$ cat src/hw/rtl/hbs_pkg.sv
package hbs_pkg;

	localparam int unsigned HEIGHT_W = 16;
	localparam int unsigned FRAC_W   = 16;
	localparam int unsigned SCALE_W  = 10;
	localparam int unsigned RESULT_W = 26;

	typedef struct packed {
		logic valid;
		logic outside;
	} blend_ctl_t;

endpackage

$ cat src/hw/rtl/hbs_blend.sv
module hbs_blend (
	input  logic                          clk,
	input  logic                          arst_n,
	input  hbs_pkg::blend_ctl_t           ctl_s4,
	input  logic [hbs_pkg::HEIGHT_W-1:0]  h00,
	input  logic [hbs_pkg::HEIGHT_W-1:0]  h01,
	input  logic [hbs_pkg::HEIGHT_W-1:0]  h10,
	input  logic [hbs_pkg::HEIGHT_W-1:0]  h11,
	input  logic [hbs_pkg::FRAC_W-1:0]    fx_s4,
	input  logic [hbs_pkg::FRAC_W-1:0]    fz_s4,
	input  logic [hbs_pkg::SCALE_W-1:0]   height_scale,
	output logic                          done,
	output logic [hbs_pkg::RESULT_W-1:0]  terrain_height,
	output logic                          sample_status
);

	localparam int unsigned HW      = hbs_pkg::HEIGHT_W;
	localparam int unsigned FW      = hbs_pkg::FRAC_W;
	localparam int unsigned TOP_W   = HW + FW;
	localparam int unsigned BLEND_W = TOP_W + FW;
	localparam int unsigned PROD_W  = BLEND_W + hbs_pkg::SCALE_W;
	localparam logic [PROD_W:0] ROUND = (PROD_W + 1)'(1) << (2 * FW - 1);

	// row blends: h0*(1-f) + h1*f == h0<<16 + (h1-h0)*f
	logic signed [HW:0]      dtop, dbot;
	logic signed [FW:0]      fxs;
	logic signed [TOP_W+1:0] ptop, pbot, top_c, bot_c;

	assign dtop  = $signed({1'b0, h01}) - $signed({1'b0, h00});
	assign dbot  = $signed({1'b0, h11}) - $signed({1'b0, h10});
	assign fxs   = $signed({1'b0, fx_s4});
	assign ptop  = dtop * fxs;
	assign pbot  = dbot * fxs;
	assign top_c = $signed({2'b00, h00, {FW{1'b0}}}) + ptop;
	assign bot_c = $signed({2'b00, h10, {FW{1'b0}}}) + pbot;

	hbs_pkg::blend_ctl_t ctl_s5, ctl_s6, ctl_s7;
	logic [TOP_W-1:0]   top_s5, bot_s5;
	logic [FW-1:0]      fz_s5;
	logic [BLEND_W-1:0] blend_s6;
	logic [PROD_W-1:0]  prod_s7;

	// column blend, same form
	logic signed [TOP_W:0]     dcol;
	logic signed [FW:0]        fzs;
	logic signed [BLEND_W+1:0] pcol, blend_c;

	assign dcol    = $signed({1'b0, bot_s5}) - $signed({1'b0, top_s5});
	assign fzs     = $signed({1'b0, fz_s5});
	assign pcol    = dcol * fzs;
	assign blend_c = $signed({2'b00, top_s5, {FW{1'b0}}}) + pcol;

	logic [PROD_W-1:0] prod_c;
	logic [PROD_W:0]   round_sum;

	assign prod_c    = PROD_W'(blend_s6) * PROD_W'(height_scale);
	assign round_sum = (PROD_W + 1)'(prod_s7) + ROUND;

	logic                        done_q;
	logic [hbs_pkg::RESULT_W-1:0] result_q;
	logic                        status_q;

	always_ff @(posedge clk or negedge arst_n) begin
		if (!arst_n) begin
			ctl_s5 <= '0;
			ctl_s6 <= '0;
			ctl_s7 <= '0;
			done_q <= 1'b0;
		end else begin
			ctl_s5 <= ctl_s4;
			ctl_s6 <= ctl_s5;
			ctl_s7 <= ctl_s6;
			done_q <= ctl_s7.valid;
		end
	end

	always_ff @(posedge clk) begin
		top_s5         <= top_c[TOP_W-1:0];
		bot_s5         <= bot_c[TOP_W-1:0];
		fz_s5          <= fz_s4;
		blend_s6       <= blend_c[BLEND_W-1:0];
		prod_s7        <= prod_c;
		result_q       <= ctl_s7.outside ? '0 : round_sum[2*FW +: hbs_pkg::RESULT_W];
		status_q       <= ctl_s7.outside;
	end

	assign done           = done_q;
	assign terrain_height = result_q;
	assign sample_status  = status_q;

endmodule

$ cat config.mk
export PLATFORM = sky130hd
export DESIGN_NAME = hbs_blend
export DESIGN_NICKNAME = d
export VERILOG_FILES = /design/src/hw/rtl/hbs_pkg.sv /design/src/hw/rtl/hbs_blend.sv
export SDC_FILE = /design/constraint.sdc
export NUM_CORES = 2
export LEC_CHECK = 0
export BUFFER_PORTS_ARGS = -buffer_cell sky130_fd_sc_hd__buf_2
export CAP_MARGIN = 40
export CORE_MARGIN = 1.5
export CORE_UTILIZATION = 53
export CTS_BUF_LIST = sky130_fd_sc_hd__clkbuf_4 sky130_fd_sc_hd__clkbuf_8
export DETAILED_ROUTE_END_ITERATION = 16
export PLACE_DENSITY_LB_ADDON = 0.3
export SYNTH_ARGS = -nofsm -noshare
export SYNTH_HDL_FRONTEND = slang
export SYNTH_SLANG_ARGS = --single-unit
$ cat constraint.sdc
create_clock -name clk -period 8.5 [get_ports clk]
set_input_delay 0.85 -clock clk [delete_from_list [all_inputs] [get_ports clk]]
set_output_delay 0.85 -clock clk [all_outputs]
set_load 0.02 [all_outputs]
==> summary.md <==
| Metric | Value |
|---|---|
| WL final | 157.2 mm |
| Min-delay worst type | in -> async |
| Worst Max-Slew Pin Slew | 0.9282 ns |
| DR WL/cell | 17.63 um |
| Crit path largest cell delay | 0.50 ns |
| Worst R2R Start | top_s5[2]$_DFF_P_ |
| Setup Skew | 0.03306 ns |
| CP max-delay cell | fa_1 |
| CTS tree | done |
| Reg2Reg Depth | 34 |
| Layout cell share with drive strength beyond 1 | 0.09228 |
| Initial antenna violation count | 2 |
| Synthesis-to-finish area growth | 8.542% |
| CP Buf/Inv Count | 8 |
| Io pins | 138 |
| Unique cell type count in the Yosys netlist | 89 |
| Skew-Pair Late Insertion Delay | 0.60 ns |
| Synth top area share | 0.4654 |
| Post-synthesis sequential area ratio | 0.06007 |
| Critical path depth | 34 |
| Main synth FF type | dfxtp_1 |
| Die Ht | 349.3 um |
| CTS clock-pin slew for the worst setup and hold paths | 0.12 ns |
| # hold bufs at CTS | 0 |
| Syn_nets | 9164 |
| Fin Setup TNS | 0 ns |
| DP HPWL | 132.7 mm |
| H-tree Lvls | 4 |
| Critical path class | reg -> reg |
| Total track usage | 0.2691 |
| Final nets | 9369 |
| Area leader, netlist | fa_1 |
| Synthesized instance count | 7097 |
| Pin count of the biggest net entering global routing | 48 |
| Period Utilization, post-route | 0.9679 |
| Drc violations | 0 |
| Std cell rows | 126 |
| Multi-input logic area | 0.05254 mm^2 |
| Max Fclk | 121.5 MHz |
| Synth Cell Area | 0.06357 mm^2 |
| Worst EP arrival | 8.71 ns |
| RSZ-0062 raised after global routing | yes |
| Routed vias/inst | 5.276 |
| Outcome | finished, final reports clean |
| Critical path endpoint category | register |
| Maxcap violations | 0 |
| Die width | 349.3 um |
| CTS buffer count | 17 |
| EDFF count, synth | 0 |
| Layout Utilization | 0.5820 |
| Via total after detailed routing | 47060 |
| R2R Setup Slk | 0.27 ns |
| Relative slew slack | 0.3812 |
| Worst endpoint required time | 8.99 ns |
| Final min period | 8.227 ns |
| Endpoints failing hold | 0 |
| First-pass GRT wire length | 261.5 mm |
| Port bufs | 137 |
| Startpoint types | register |
| Setup-failing EPs final | 0 |
| Total core area | 0.1186 mm^2 |
| CTS root buf | clkbuf_8 |
| Mapped Avg Cell Area | 8.958 um^2 |
| Gpl congestion | 0.9187 |
| CP top delay family | adder cells |
| Fin Hold WS | 0.08479 ns |
| Fillers | 10610 |
| Total global routing overflow | 0 |
| Synth warnings | 0 |
| Worst Setup SP | top_s5[2]$_DFF_P_ |
| Most common cell after layout, fill and taps aside | inv_1 |
| Vias in the first global route | 51630 |
| Pre-antenna DRT Iters | 6 |
| Detail Route Antenna Nets | 0 |
| Register area | 0.003829 mm^2 |
| Deepest clock path buffer count | 2 |
| Most frequent CP cell | a21o_1 |
| Crit-path max FO | 6 |
| Post-synthesis async set-or-reset flop share | 0.03704 |
| Top post-synthesis cells by area | fa_1 (47%), inv_1 (10%), ha_1 (9.4%) |
| DRT iter0 DRCs | 2621 |
| Most frequent cells in the layout | inv_1 (1720), fa_1 (1467), nand2_1 (870) |
| Die area | 0.1220 mm^2 |
| Clock Sinks | 189 |
| Max-slew violations | 0 |
| Initial Utilization | 0.5362 |
| #FFs+latches synth | 189 |
-- state kept, by name, summed over array words and instances (netlist names) --
name and flops:
blend_s6 48, bot_s5 32, top_s5 32, prod_s7 27, terrain_height 26, fz_s5 16
ctl_s5 2, ctl_s6 2, ctl_s7 2, done 1, sample_status 1
-- per-layer routing --
layer / global-route usage / share of wire / vias up
met4: 0.1016 / 0.038 / 0
li1: - / - / 21340
met3: 0.02812 / 0.053 / 317
met5: 0 / 0 / -
met1: 0.3307 / 0.40 / 23960
met2: 0.4863 / 0.51 / 1440
-- cell usage after synthesis, drive strengths merged (32+ instances only) --
cell type and n:
fa 1478, a21o 76, nand2 873, nor2b 117, xnor2 171, dfxtp 182
a21oi 137, inv 1721, o21a 32, clkbuf 299, ha 479, nor3 49
xor2 60, nand3 87, o21ai 96, nor2 147, and2 708
-- cell families (layout without fill, tap and decap cells) --
| family | after synthesis | after routing | share of synthesized area |
|---|---|---|---|
| simple gates | 2140 | 2140 | 0.1694 |
| buf+inv | 2048 | 2266 | 0.1212 |
| fa+ha+maj | 1957 | 1957 | 0.5597 |
| compound gates | 522 | 522 | 0.05588 |
| xor+xnor | 232 | 232 | 0.03230 |
| flops | 189 | 189 | 0.06007 |
| mux | 9 | 9 | 0.001417 |
| other cells | 0 | 4 | 0 |
-- repair_timing --
action                                  in CTS  in global routing
pin swaps                                    1                 65
gates cloned                                 0                  1
resized for setup                           10                 94
buffers inserted                             0                 20
endpoints found under the setup margin       4                 18
-- worst reg2reg max path, delay by kind of cell, from the launching register on --
family,cells,cell delay (ns)
fa+ha+maj,8,3.42
buf+inv,8,0.71
xor+xnor,1,0.10
simple gates,2,0.40
flops,1,0.35
compound gates,15,3.15
-- final timing paths --
kind / to
worst max-delay path: blend_s6[46]$_DFF_P_
worst max register to register: blend_s6[46]$_DFF_P_
min in group clk: fz_s5[2]$_DFF_P_
worst min register to register: ctl_s6[0]$_DFF_PN0_
max in group asynchronous: ctl_s7[0]$_DFF_PN0_
worst min-delay path: ctl_s5[0]$_DFF_PN0_
-- final cells by class --
cell class / instances / area share
repair buffers: 513 / 0.05436
clock inverters: 14 / 0.002430
inverters: 1721 / 0.09362
diodes: 4 / 0.0001451
multi-input cells: 4860 / 0.7615
flip-flops and latches: 189 / 0.05548
well taps: 1600 / 0.02901
clock buffers: 18 / 0.003500
-- through the flow --
stage	cells	area (um^2)	worst slack (ns)
floorplan	7097	63640	0.01144
global placement	8853	67840	-0.2517
detailed placement	8863	67980	-0.3472
CTS	8895	68430	0.004194
global route	8917	69000	-0.1105
finish	8919	69000	0.2728
Power is not shown: default switching activity piles up to over one toggle a cycle in this logic, so the estimate is an artifact.
